==> config.mk <==
export PLATFORM = sky130hd
export DESIGN_NAME = goto_point_speed_controller_unit
export DESIGN_NICKNAME = d
export VERILOG_FILES = /design/src/rtl/gpsc_pkg.sv /design/src/rtl/goto_point_speed_controller_unit.sv
export SDC_FILE = /design/constraint.sdc
export NUM_CORES = 2
export LEC_CHECK = 0
export ABC_AREA = 1
export ABC_CLOCK_PERIOD_IN_PS = 6500
export BUFFER_PORTS_ARGS = -buffer_cell sky130_fd_sc_hd__buf_2
export CORE_ASPECT_RATIO = 1.75
export CORE_MARGIN = 3
export CORE_UTILIZATION = 45
export DETAILED_ROUTE_END_ITERATION = 7
export PLACE_DENSITY_LB_ADDON = 0.05
export SETUP_SLACK_MARGIN = 0.02
export SKIP_LAST_GASP = 1
export SLEW_MARGIN = 15
export SYNTH_ARGS = -nofsm -noshare
export SYNTH_HDL_FRONTEND = slang
export SYNTH_SLANG_ARGS = --single-unit
==> constraint.sdc <==
create_clock -name i_clk -period 6.5 [get_ports i_clk]
set_clock_uncertainty 0.1 [all_clocks]
set_input_delay 0.325 -clock i_clk [delete_from_list [all_inputs] [get_ports i_clk]]
set_output_delay 0.325 -clock i_clk [all_outputs]
set_load 0.01 [all_outputs]
==> src/rtl/gpsc_pkg.sv <==
// Shared types, constants and the microcode ROM of the go-to-point speed controller.
// No dependencies; used by goto_point_speed_controller_unit.
package gpsc_pkg;

    // Arctangent table size and fixed-point constants.
    localparam int ATAN_ENTRIES = 24;
    localparam logic [30:0] HALF_PI_NRAD = 31'd1570796327;
    localparam logic [29:0] INV_GAIN_Q30 = 30'd652032874;
    localparam logic [12:0] RECIP_MEGA_Q32 = 13'd4294;
    localparam logic [19:0] MEGA = 20'd1000000;
    localparam logic [18:0] HALF_MEGA = 19'd500000;
    localparam logic [12:0] RECIP_NINE_Q16 = 13'd7282;
    localparam logic [9:0] TURN_LIMIT = 10'd698;

    // Configuration register indexes.
    localparam logic [2:0] REG_TARGET_X = 3'd0;
    localparam logic [2:0] REG_TARGET_Y = 3'd1;
    localparam logic [2:0] REG_DIST_DB = 3'd2;
    localparam logic [2:0] REG_SPEED_GAIN = 3'd3;
    localparam logic [2:0] REG_SPEED_LIMIT = 3'd4;
    localparam logic [2:0] REG_BEAR_DB = 3'd5;
    localparam logic [2:0] REG_DONE_SPEED = 3'd6;

    // Microprogram step addresses.
    localparam logic [3:0] PC_IDLE = 4'd0;
    localparam logic [3:0] PC_PREROT = 4'd1;
    localparam logic [3:0] PC_ITER = 4'd2;
    localparam logic [3:0] PC_DIST_LO = 4'd3;
    localparam logic [3:0] PC_DIST_HI = 4'd4;
    localparam logic [3:0] PC_DIST_SUM = 4'd5;
    localparam logic [3:0] PC_BRG_MUL = 4'd6;
    localparam logic [3:0] PC_BRG_QUO = 4'd7;
    localparam logic [3:0] PC_BRG_PROD = 4'd8;
    localparam logic [3:0] PC_BRG_REM = 4'd9;
    localparam logic [3:0] PC_BRG_FIX1 = 4'd10;
    localparam logic [3:0] PC_BRG_FIX2 = 4'd11;
    localparam logic [3:0] PC_TURN_MUL = 4'd12;
    localparam logic [3:0] PC_TURN = 4'd13;
    localparam logic [3:0] PC_SPEED = 4'd14;
    localparam logic [3:0] PC_EMIT = 4'd15;

    // Datapath operation selected by a control word.
    typedef enum logic [3:0] {
        OP_IDLE,
        OP_PREROT,
        OP_ITER,
        OP_DIST_LO,
        OP_DIST_HI,
        OP_DIST_SUM,
        OP_BRG_MUL,
        OP_BRG_QUO,
        OP_BRG_PROD,
        OP_BRG_REM,
        OP_BRG_FIX,
        OP_TURN_MUL,
        OP_TURN,
        OP_SPEED,
        OP_EMIT
    } t_op;

    // Sequencing condition of a control word.
    typedef enum logic [2:0] {
        COND_NEXT,
        COND_HOLD_IN,
        COND_ZERO,
        COND_LOOP,
        COND_HOLD_OUT
    } t_cond;

    typedef struct packed {
        t_op        op;
        t_cond      cond;
        logic [3:0] target;
    } t_uword;

    // Microcode ROM: one control word per step.
    function automatic t_uword ucode(input logic [3:0] pc);
        t_uword w;
        w = '{op: OP_IDLE, cond: COND_NEXT, target: PC_IDLE};
        unique case (pc)
            PC_IDLE:     w = '{op: OP_IDLE, cond: COND_HOLD_IN, target: PC_PREROT};
            PC_PREROT:   w = '{op: OP_PREROT, cond: COND_ZERO, target: PC_TURN_MUL};
            PC_ITER:     w = '{op: OP_ITER, cond: COND_LOOP, target: PC_ITER};
            PC_DIST_LO:  w = '{op: OP_DIST_LO, cond: COND_NEXT, target: PC_DIST_HI};
            PC_DIST_HI:  w = '{op: OP_DIST_HI, cond: COND_NEXT, target: PC_DIST_SUM};
            PC_DIST_SUM: w = '{op: OP_DIST_SUM, cond: COND_NEXT, target: PC_BRG_MUL};
            PC_BRG_MUL:  w = '{op: OP_BRG_MUL, cond: COND_NEXT, target: PC_BRG_QUO};
            PC_BRG_QUO:  w = '{op: OP_BRG_QUO, cond: COND_NEXT, target: PC_BRG_PROD};
            PC_BRG_PROD: w = '{op: OP_BRG_PROD, cond: COND_NEXT, target: PC_BRG_REM};
            PC_BRG_REM:  w = '{op: OP_BRG_REM, cond: COND_NEXT, target: PC_BRG_FIX1};
            PC_BRG_FIX1: w = '{op: OP_BRG_FIX, cond: COND_NEXT, target: PC_BRG_FIX2};
            PC_BRG_FIX2: w = '{op: OP_BRG_FIX, cond: COND_NEXT, target: PC_TURN_MUL};
            PC_TURN_MUL: w = '{op: OP_TURN_MUL, cond: COND_NEXT, target: PC_TURN};
            PC_TURN:     w = '{op: OP_TURN, cond: COND_NEXT, target: PC_SPEED};
            PC_SPEED:    w = '{op: OP_SPEED, cond: COND_NEXT, target: PC_EMIT};
            PC_EMIT:     w = '{op: OP_EMIT, cond: COND_HOLD_OUT, target: PC_IDLE};
            default:     w = '{op: OP_IDLE, cond: COND_NEXT, target: PC_IDLE};
        endcase
        return w;
    endfunction

    // atan(2^-i) in nanoradians, rounded to nearest.
    function automatic logic [29:0] atan_nrad(input logic [4:0] idx);
        logic [29:0] a;
        a = '0;
        unique case (idx)
            5'd0:    a = 30'd785398163;
            5'd1:    a = 30'd463647609;
            5'd2:    a = 30'd244978663;
            5'd3:    a = 30'd124354995;
            5'd4:    a = 30'd62418810;
            5'd5:    a = 30'd31239833;
            5'd6:    a = 30'd15623729;
            5'd7:    a = 30'd7812341;
            5'd8:    a = 30'd3906230;
            5'd9:    a = 30'd1953123;
            5'd10:   a = 30'd976562;
            5'd11:   a = 30'd488281;
            5'd12:   a = 30'd244141;
            5'd13:   a = 30'd122070;
            5'd14:   a = 30'd61035;
            5'd15:   a = 30'd30518;
            5'd16:   a = 30'd15259;
            5'd17:   a = 30'd7629;
            5'd18:   a = 30'd3815;
            5'd19:   a = 30'd1907;
            5'd20:   a = 30'd954;
            5'd21:   a = 30'd477;
            5'd22:   a = 30'd238;
            5'd23:   a = 30'd119;
            default: a = '0;
        endcase
        return a;
    endfunction

endpackage

==> src/rtl/goto_point_speed_controller_unit.sv <==
// Go-to-point speed controller: microcoded sequencer over a CORDIC and multiplier datapath.
// Depends on gpsc_pkg for the microcode ROM, the arctangent table and constants.
// Steps: pre-rotation, shift-add CORDIC iterations (one per cycle, single unit), distance, bearing,
// turn and speed on a shared multiplier, then emit, which waits while the output stalls. A zero
// vector skips from pre-rotation to the turn step. A new request is taken only in the idle step.
// Reset (synchronous, active low) loads the register defaults and clears the goal flag.
module goto_point_speed_controller_unit
    import gpsc_pkg::*;
#(
    parameter int CORDIC_STEPS = 16
) (
    input  logic               i_clk,
    input  logic               i_rst_n,
    // Configuration write channel
    input  logic               i_cfg_valid,
    output logic               o_cfg_ready,
    input  logic [2:0]         i_cfg_index,
    input  logic [23:0]        i_cfg_data,
    // Position request channel
    input  logic               i_in_valid,
    output logic               o_in_stall,
    input  logic signed [23:0] i_current_x_mm,
    input  logic signed [23:0] i_current_y_mm,
    // Command result channel
    output logic               o_out_valid,
    input  logic               i_out_stall,
    output logic [11:0]        o_speed_mm_s,
    output logic signed [10:0] o_turn_mrad_s,
    output logic               o_goal_reached
);

    localparam int NSTEPS = (CORDIC_STEPS > ATAN_ENTRIES) ? ATAN_ENTRIES : CORDIC_STEPS;
    localparam logic [4:0] LAST_STEP = 5'(NSTEPS - 1);

    // Configuration registers
    logic signed [23:0] r_target_x;
    logic signed [23:0] r_target_y;
    logic [15:0]        r_dist_db;
    logic [15:0]        r_speed_gain;
    logic [11:0]        r_speed_limit;
    logic [11:0]        r_bear_db;
    logic [11:0]        r_done_speed;

    // Sequencer and datapath registers
    logic [3:0]         r_pc;
    logic [3:0]         n_pc;
    logic [4:0]         r_i;
    logic signed [35:0] r_x;
    logic signed [35:0] r_y;
    logic signed [33:0] r_z;
    logic               r_zero;
    logic               r_neg;
    logic [31:0]        r_mag;
    logic [47:0]        r_acc;
    logic [47:0]        r_prod;
    logic [24:0]        r_dist;
    logic [11:0]        r_q;
    logic [21:0]        r_rem;
    logic signed [10:0] r_turn;
    logic [11:0]        r_speed;
    logic               r_reached;
    logic               r_out_valid;
    logic [11:0]        r_out_speed;
    logic signed [10:0] r_out_turn;
    logic               r_out_goal;

    t_uword             w;
    logic               in_accept;
    logic               out_free;
    logic               is_zero;

    // Combinational datapath helpers
    logic signed [35:0] x_shr;
    logic signed [35:0] y_shr;
    logic signed [33:0] atan_ext;
    logic [34:0]        x_clamp;
    logic [33:0]        z_abs;
    logic [65:0]        dist_sum;
    logic [32:0]        rem_diff;
    logic [12:0]        turn_n;
    logic [9:0]         turn_t;
    logic [9:0]         turn_sat;
    logic [25:0]        speed_raw;

    assign w         = ucode(r_pc);
    assign in_accept = i_in_valid && !o_in_stall;
    assign out_free  = !r_out_valid || !i_out_stall;
    assign is_zero   = (r_x == '0) && (r_y == '0);

    assign o_cfg_ready    = 1'b1;
    assign o_in_stall     = (r_pc != PC_IDLE);
    assign o_out_valid    = r_out_valid;
    assign o_speed_mm_s   = r_out_speed;
    assign o_turn_mrad_s  = r_out_turn;
    assign o_goal_reached = r_out_goal;

    // Shared shift-add and arithmetic terms
    always_comb begin
        x_shr     = r_y >>> r_i;
        y_shr     = r_x >>> r_i;
        atan_ext  = $signed({4'b0, atan_nrad(r_i)});
        x_clamp   = r_x[35] ? '0 : r_x[34:0];
        z_abs     = r_z[33] ? 34'(-r_z) : 34'(r_z);
        dist_sum  = 66'(r_acc) + {r_prod, 18'b0} + (66'd1 << 37);
        rem_diff  = {1'b0, r_mag} - {1'b0, r_prod[31:0]};
        turn_n    = {r_q, 1'b0} + 13'd4;
        turn_t    = r_prod[25:16];
        turn_sat  = (turn_t > TURN_LIMIT) ? TURN_LIMIT : turn_t;
        speed_raw = 26'((r_prod[40:0] + 41'd32768) >> 16);
    end

    // Next step address from the control word condition
    always_comb begin
        n_pc = r_pc + 4'd1;
        unique case (w.cond)
            COND_NEXT:     n_pc = r_pc + 4'd1;
            COND_HOLD_IN:  n_pc = in_accept ? w.target : r_pc;
            COND_ZERO:     n_pc = is_zero ? w.target : r_pc + 4'd1;
            COND_LOOP:     n_pc = (r_i == LAST_STEP) ? r_pc + 4'd1 : w.target;
            COND_HOLD_OUT: n_pc = out_free ? w.target : r_pc;
            default:       n_pc = PC_IDLE;
        endcase
    end

    // Configuration registers
    always_ff @(posedge i_clk) begin
        if (!i_rst_n) begin
            r_target_x    <= '0;
            r_target_y    <= '0;
            r_dist_db     <= 16'd50;
            r_speed_gain  <= 16'd13107;
            r_speed_limit <= 12'd200;
            r_bear_db     <= 12'd175;
            r_done_speed  <= 12'd10;
        end else if (i_cfg_valid && o_cfg_ready) begin
            unique case (i_cfg_index)
                REG_TARGET_X:    r_target_x    <= $signed(i_cfg_data);
                REG_TARGET_Y:    r_target_y    <= $signed(i_cfg_data);
                REG_DIST_DB:     r_dist_db     <= i_cfg_data[15:0];
                REG_SPEED_GAIN:  r_speed_gain  <= i_cfg_data[15:0];
                REG_SPEED_LIMIT: r_speed_limit <= i_cfg_data[11:0];
                REG_BEAR_DB:     r_bear_db     <= i_cfg_data[11:0];
                REG_DONE_SPEED:  r_done_speed  <= i_cfg_data[11:0];
                default: ;
            endcase
        end
    end

    // Control state: step counter, goal flag and output valid
    always_ff @(posedge i_clk) begin
        if (!i_rst_n) begin
            r_pc        <= PC_IDLE;
            r_reached   <= 1'b0;
            r_out_valid <= 1'b0;
        end else begin
            r_pc <= n_pc;
            if (w.op == OP_EMIT && out_free) begin
                r_out_valid <= 1'b1;
                r_reached   <= r_reached || (r_speed < r_done_speed);
            end else if (r_out_valid && !i_out_stall) begin
                r_out_valid <= 1'b0;
            end
        end
    end

    // Datapath, one operation per control word
    always_ff @(posedge i_clk) begin
        unique case (w.op)
            OP_IDLE: begin
                if (in_accept) begin
                    r_x <= 36'(r_target_x) - 36'(i_current_x_mm);
                    r_y <= 36'(r_target_y) - 36'(i_current_y_mm);
                end
            end
            OP_PREROT: begin
                // Rotate a vector in the left half plane by a quarter turn toward +x.
                r_i    <= '0;
                r_zero <= is_zero;
                r_neg  <= 1'b0;
                r_dist <= '0;
                r_q    <= '0;
                if (!r_x[35]) begin
                    r_x <= r_x <<< 8;
                    r_y <= r_y <<< 8;
                    r_z <= '0;
                end else if (!r_y[35]) begin
                    r_x <= r_y <<< 8;
                    r_y <= (-r_x) <<< 8;
                    r_z <= $signed({3'b0, HALF_PI_NRAD});
                end else begin
                    r_x <= (-r_y) <<< 8;
                    r_y <= r_x <<< 8;
                    r_z <= -$signed({3'b0, HALF_PI_NRAD});
                end
            end
            OP_ITER: begin
                // One vectoring iteration drives y toward zero.
                if (!r_y[35]) begin
                    r_x <= r_x + x_shr;
                    r_y <= r_y - y_shr;
                    r_z <= r_z + atan_ext;
                end else begin
                    r_x <= r_x - x_shr;
                    r_y <= r_y + y_shr;
                    r_z <= r_z - atan_ext;
                end
                r_i <= r_i + 5'd1;
            end
            OP_DIST_LO: begin
                r_prod <= 48'(x_clamp[17:0] * INV_GAIN_Q30);
                r_neg  <= r_z[33];
                r_mag  <= 32'(z_abs) + 32'(HALF_MEGA);
            end
            OP_DIST_HI: begin
                r_acc  <= r_prod;
                r_prod <= 48'(x_clamp[34:18] * INV_GAIN_Q30);
            end
            OP_DIST_SUM: begin
                r_dist <= dist_sum[62:38];
            end
            OP_BRG_MUL: begin
                // Quotient estimate by reciprocal, at most two below the true value.
                r_prod <= 48'(r_mag * RECIP_MEGA_Q32);
            end
            OP_BRG_QUO: begin
                r_q <= r_prod[43:32];
            end
            OP_BRG_PROD: begin
                r_prod <= 48'(r_q * MEGA);
            end
            OP_BRG_REM: begin
                r_rem <= rem_diff[21:0];
            end
            OP_BRG_FIX: begin
                if (r_rem >= 22'(MEGA)) begin
                    r_q   <= r_q + 12'd1;
                    r_rem <= r_rem - 22'(MEGA);
                end
            end
            OP_TURN_MUL: begin
                // Division by nine through a Q16 reciprocal, exact in this range.
                r_prod <= 48'(turn_n * RECIP_NINE_Q16);
            end
            OP_TURN: begin
                if (r_q > r_bear_db) begin
                    r_turn <= (r_neg && !r_zero) ? -$signed({1'b0, turn_sat})
                                                 : $signed({1'b0, turn_sat});
                end else begin
                    r_turn <= '0;
                end
                r_prod <= 48'(r_dist * r_speed_gain);
            end
            OP_SPEED: begin
                if (r_dist > 25'(r_dist_db)) begin
                    r_speed <= (speed_raw > 26'(r_speed_limit)) ? r_speed_limit
                                                                : speed_raw[11:0];
                end else begin
                    r_speed <= '0;
                end
            end
            OP_EMIT: begin
                if (out_free) begin
                    r_out_speed <= r_speed;
                    r_out_turn  <= r_turn;
                    r_out_goal  <= r_reached || (r_speed < r_done_speed);
                end
            end
            default: ;
        endcase
    end

    // An accepted request always starts the pre-rotation step.
    a_accept_starts: assert property (@(posedge i_clk) disable iff (!i_rst_n)
        in_accept |=> (r_pc == PC_PREROT))
        else $error("accepted request did not start the microprogram");

    // The goal flag never clears once set.
    a_goal_sticky: assert property (@(posedge i_clk) disable iff (!i_rst_n)
        r_reached |=> r_reached)
        else $error("goal flag cleared");

    // Reported turn rate stays within the limit.
    a_turn_bound: assert property (@(posedge i_clk) disable iff (!i_rst_n)
        o_out_valid |-> (o_turn_mrad_s <= 11'sd698 && o_turn_mrad_s >= -11'sd698))
        else $error("turn rate beyond limit");

    // The CORDIC counter never passes the last iteration.
    a_iter_bound: assert property (@(posedge i_clk) disable iff (!i_rst_n)
        (r_pc == PC_ITER) |-> (r_i <= LAST_STEP))
        else $error("CORDIC iteration count overrun");

endmodule

==> summary.txt <==
Timing
  • Final setup margin: 0.00901 ns
  • Final Hold Viols: 0
  • Rel. slew slack: 0.145
  • Fin. max-slew vios: 0
  • Final min period: 6.49 ns
  • # setup viols final: 0
  • RSZ-0062 raised after global routing: yes
  • Fmax: 154 MHz
  • Final period utilization: 0.999
  • Slew at the pin closest to its max-slew limit: 1.27 ns

Yosys
  • Count of cell types in the netlist: 77
  • Avg Inst Size Synth: 7.35 sq um
  • Compound-Gate Fraction of Synth Area: 0.126
  • Syn Nets: 13,712
  • Largest family of logic cells by synthesized area: adder cells
  • Synth Area in XOR/XNOR: 0.0294
  • Syn Inst Count: 11,710
  • Synth Area in Adders: 0.356
  • Multiplexer share of the synthesized area: 0
  • Yosys warning count: 0
  • Netlist Area Pre-Place: 86,100 sq um
  • Asr flop ratio synth: 0
  • Synth Area in Simple Gates: 0.220
  • Post-synth EDFFs: 329
  • Seq/Total Area, Yosys: 0.153
  • Synth Register Bits: 492
  • Top FF cell, synth: edfxtp_1

Drt
  • Routed wire length: 400 mm
  • DRT iter0 DRCs: 6,246
  • Number of remaining DRC errors: 0
  • WL per Instance: 26.5 um
  • DRT Pass-1 Iters: 6
  • DR vias/cell: 5.70
  • Detailed-route via count: 85,924
  • Antenna Violating Nets Remaining: 0

Global routing
  • Largest net degree at the start of global routing: 81
  • Grt ovf: 0
  • Vias in the first global route: 88,572
  • Overall Global Routing Usage: 0.402
  • Initial antenna violation count: 30
  • First-pass GRT wire length: 573 mm

Placement
  • Final HPWL DP: 338 mm
  • Placer Congestion: 1.12
  • DP Worst Slack: -0.563 ns
  • IO buf count: 105

Floorplan
  • Core area: 190,000 sq um
  • # IOs: 107
  • Die H: 585 um
  • Die area: 197,000 sq um
  • Starting Density: 0.454
  • Die Span X: 337 um
  • Rows: 211

Cells and area
  • Post-layout util: 0.534
  • Area Overhead vs Synth: 17.6%
  • Final layout net count: 14,551
  • Share of layout cells above drive strength 1: 0.140

Setup path
  • WP data arrival: 6.83 ns
  • WP data required: 6.84 ns
  • CP Capture Type: flip-flop
  • Startpoint Class: flip-flop
  • Critical path class: reg2reg
  • Critical path peak fanout: 8

Min path
  • Hold crit path type: in2reg

Flow run
  • Max-Cap Viols: 0

Clock network
  • CTS Buf Count: 58
  • CTS Root Cell: clkbuf_16
  • CTS clock-pin slew for the worst setup and hold paths: 0.06 ns
  • Clock Sinks: 492
  • CTS Buffer Depth: 3
  • CTS tree: built
  • Clk_lat worst skew: 0.73 ns
  • H-tree depth: 2

Run status
  • Outcome: finished clean
[synth_stat cells, drive strengths merged (163+ instances only)]
cell,count,share of area
o21ai,744,0.043
inv,2288,0.10
a21oi,724,0.042
fa,881,0.20
dfxtp,163,0.038
nor2,955,0.043
xor2,202,0.021
nand3,832,0.049
nand2,2285,0.10
clkbuf,218,0.0095
edfxtp,329,0.11
ha,1041,0.15
[path summary, 6_finish.rpt]
kind                            startpoint                          end  slack [ns]  cells after the start
setup / recovery         r_x[35]$_DFFE_PP_         r_prod[44]$_DFFE_PP_       0.009                     26
hold reg to reg   r_turn[10]$_SDFFCE_PN0P_  o_turn_mrad_s[10]$_DFFE_PP_        0.32                      0
setup reg to reg         r_x[35]$_DFFE_PP_         r_prod[44]$_DFFE_PP_       0.009                     26
hold / removal           i_current_x_mm[0]             r_x[0]$_DFFE_PP_        0.04                      3
[kinds of logic (layout without fill, tap and decap cells)]
family / count (synthesis) / count (layout)
buffers and inverters: 2605 / 3494
other: 1 / 26
xor gates and xnor gates: 289 / 289
and+or+nand+nor: 4465 / 4465
adders and majority gates: 1922 / 1922
DFF: 492 / 492
AOI/OAI and AO/OA: 1936 / 1936
[metal layers]
layer,up-vias,share of wire,global-route usage
met5,-,0.00014,0
met1,41034,0.30,0.354
met2,3504,0.50,0.712
met4,8,0.15,0.482
li1,39609,-,-
met3,1769,0.052,0.0660
[through the flow]
step | area, sq um | hold WS (ns) | std cells | TNS [ns]
3_5_place_dp | 95900 | 0.306 | 14860 | -7.95
5_1_grt | 101000 | 0.0202 | 15053 | -2.10
6_report | 101000 | 0.0372 | 15073 | 0
4_1_cts | 98700 | 0.00330 | 14998 | -0.339
2_1_floorplan | 86100 | 0.300 | 11710 | 0
3_3_place_gp | 95900 | 0.306 | 14860 | -6.68
[flip-flops by register name, summed over array words and instances (netlist names), 5 cells and up]
signal,flops
atan_ext,30
o_speed_mm_s,12
o_turn_mrad_s,11
r_acc,30
r_bear_db,12
r_dist,25
r_dist_db,16
r_done_speed,12
r_i,5
r_mag,32
r_prod,48
r_q,12
r_rem,22
r_speed,12
r_speed_gain,16
r_speed_limit,12
r_target_x,24
r_target_y,24
r_turn,11
r_x,36
r_y,36
r_z,34
w,11
[area by class of cell]
type                            instances  area, sq um
Inverter                             2295         8630
Clock buffer                           79         1670
Tap cell                             2449         3060
Sequential cell                       492        13200
Multi-Input combinational cell       8613        65500
Timing Repair Buffer                 1089         8860
Fill cell                           18632        88300
Antenna cell                           25         62.6
Clock inverter                         31          308
[critical path, cell delays in order (launching register included)]
cell and delay [ns]:
edfxtp_1 0.40, buf_6 0.15, buf_12 0.14, buf_12 0.15, nor2_2 0.11, buf_6 0.12, buf_12 0.10, fa_1 0.44
fa_1 0.49, fa_1 0.57, fa_1 0.54, fa_1 0.53, fa_1 0.53, ha_1 0.34, buf_4 0.14, nand2_1 0.09
nor2_2 0.18, inv_1 0.11, nor2_2 0.18, nand3_2 0.10, nand2_1 0.09, a21o_1 0.19, nand2_1 0.09, nand2_1 0.07
nand2_1 0.05, nand3_1 0.12, nand3_1 0.10
[cells in the final DEF, fill, tap and decap left out, types with 59 or more instances in the layout]
cell type	n
nor2_1	837
nor2_2	79
fa_1	856
clkbuf_16	68
buf_2	104
nand2_2	61
ha_4	60
ha_1	965
a21oi_1	662
inv_1	2242
nand4_1	102
nand3_1	808
buf_12	59
edfxtp_1	329
nand2_1	2218
nor3_1	105
o211ai_1	73
dfxtp_1	159
xnor2_1	87
a31oi_1	75
o21ai_0	649
buf_4	882
xor2_1	189
[timing repair]
item / CTS / global route
hold buffers: 18 / 0
gates cloned: 0 / 4
pin swaps: 21 / 129
buffers inserted: 10 / 44
gates resized for setup: 133 / 480
endpoints found under the hold margin: 33 / 0
endpoints found under the setup margin: 35 / 47
Power is left out: the tool's default activity adds up to more than one toggle a clock period on the data nets, which glitch-free logic cannot reach.
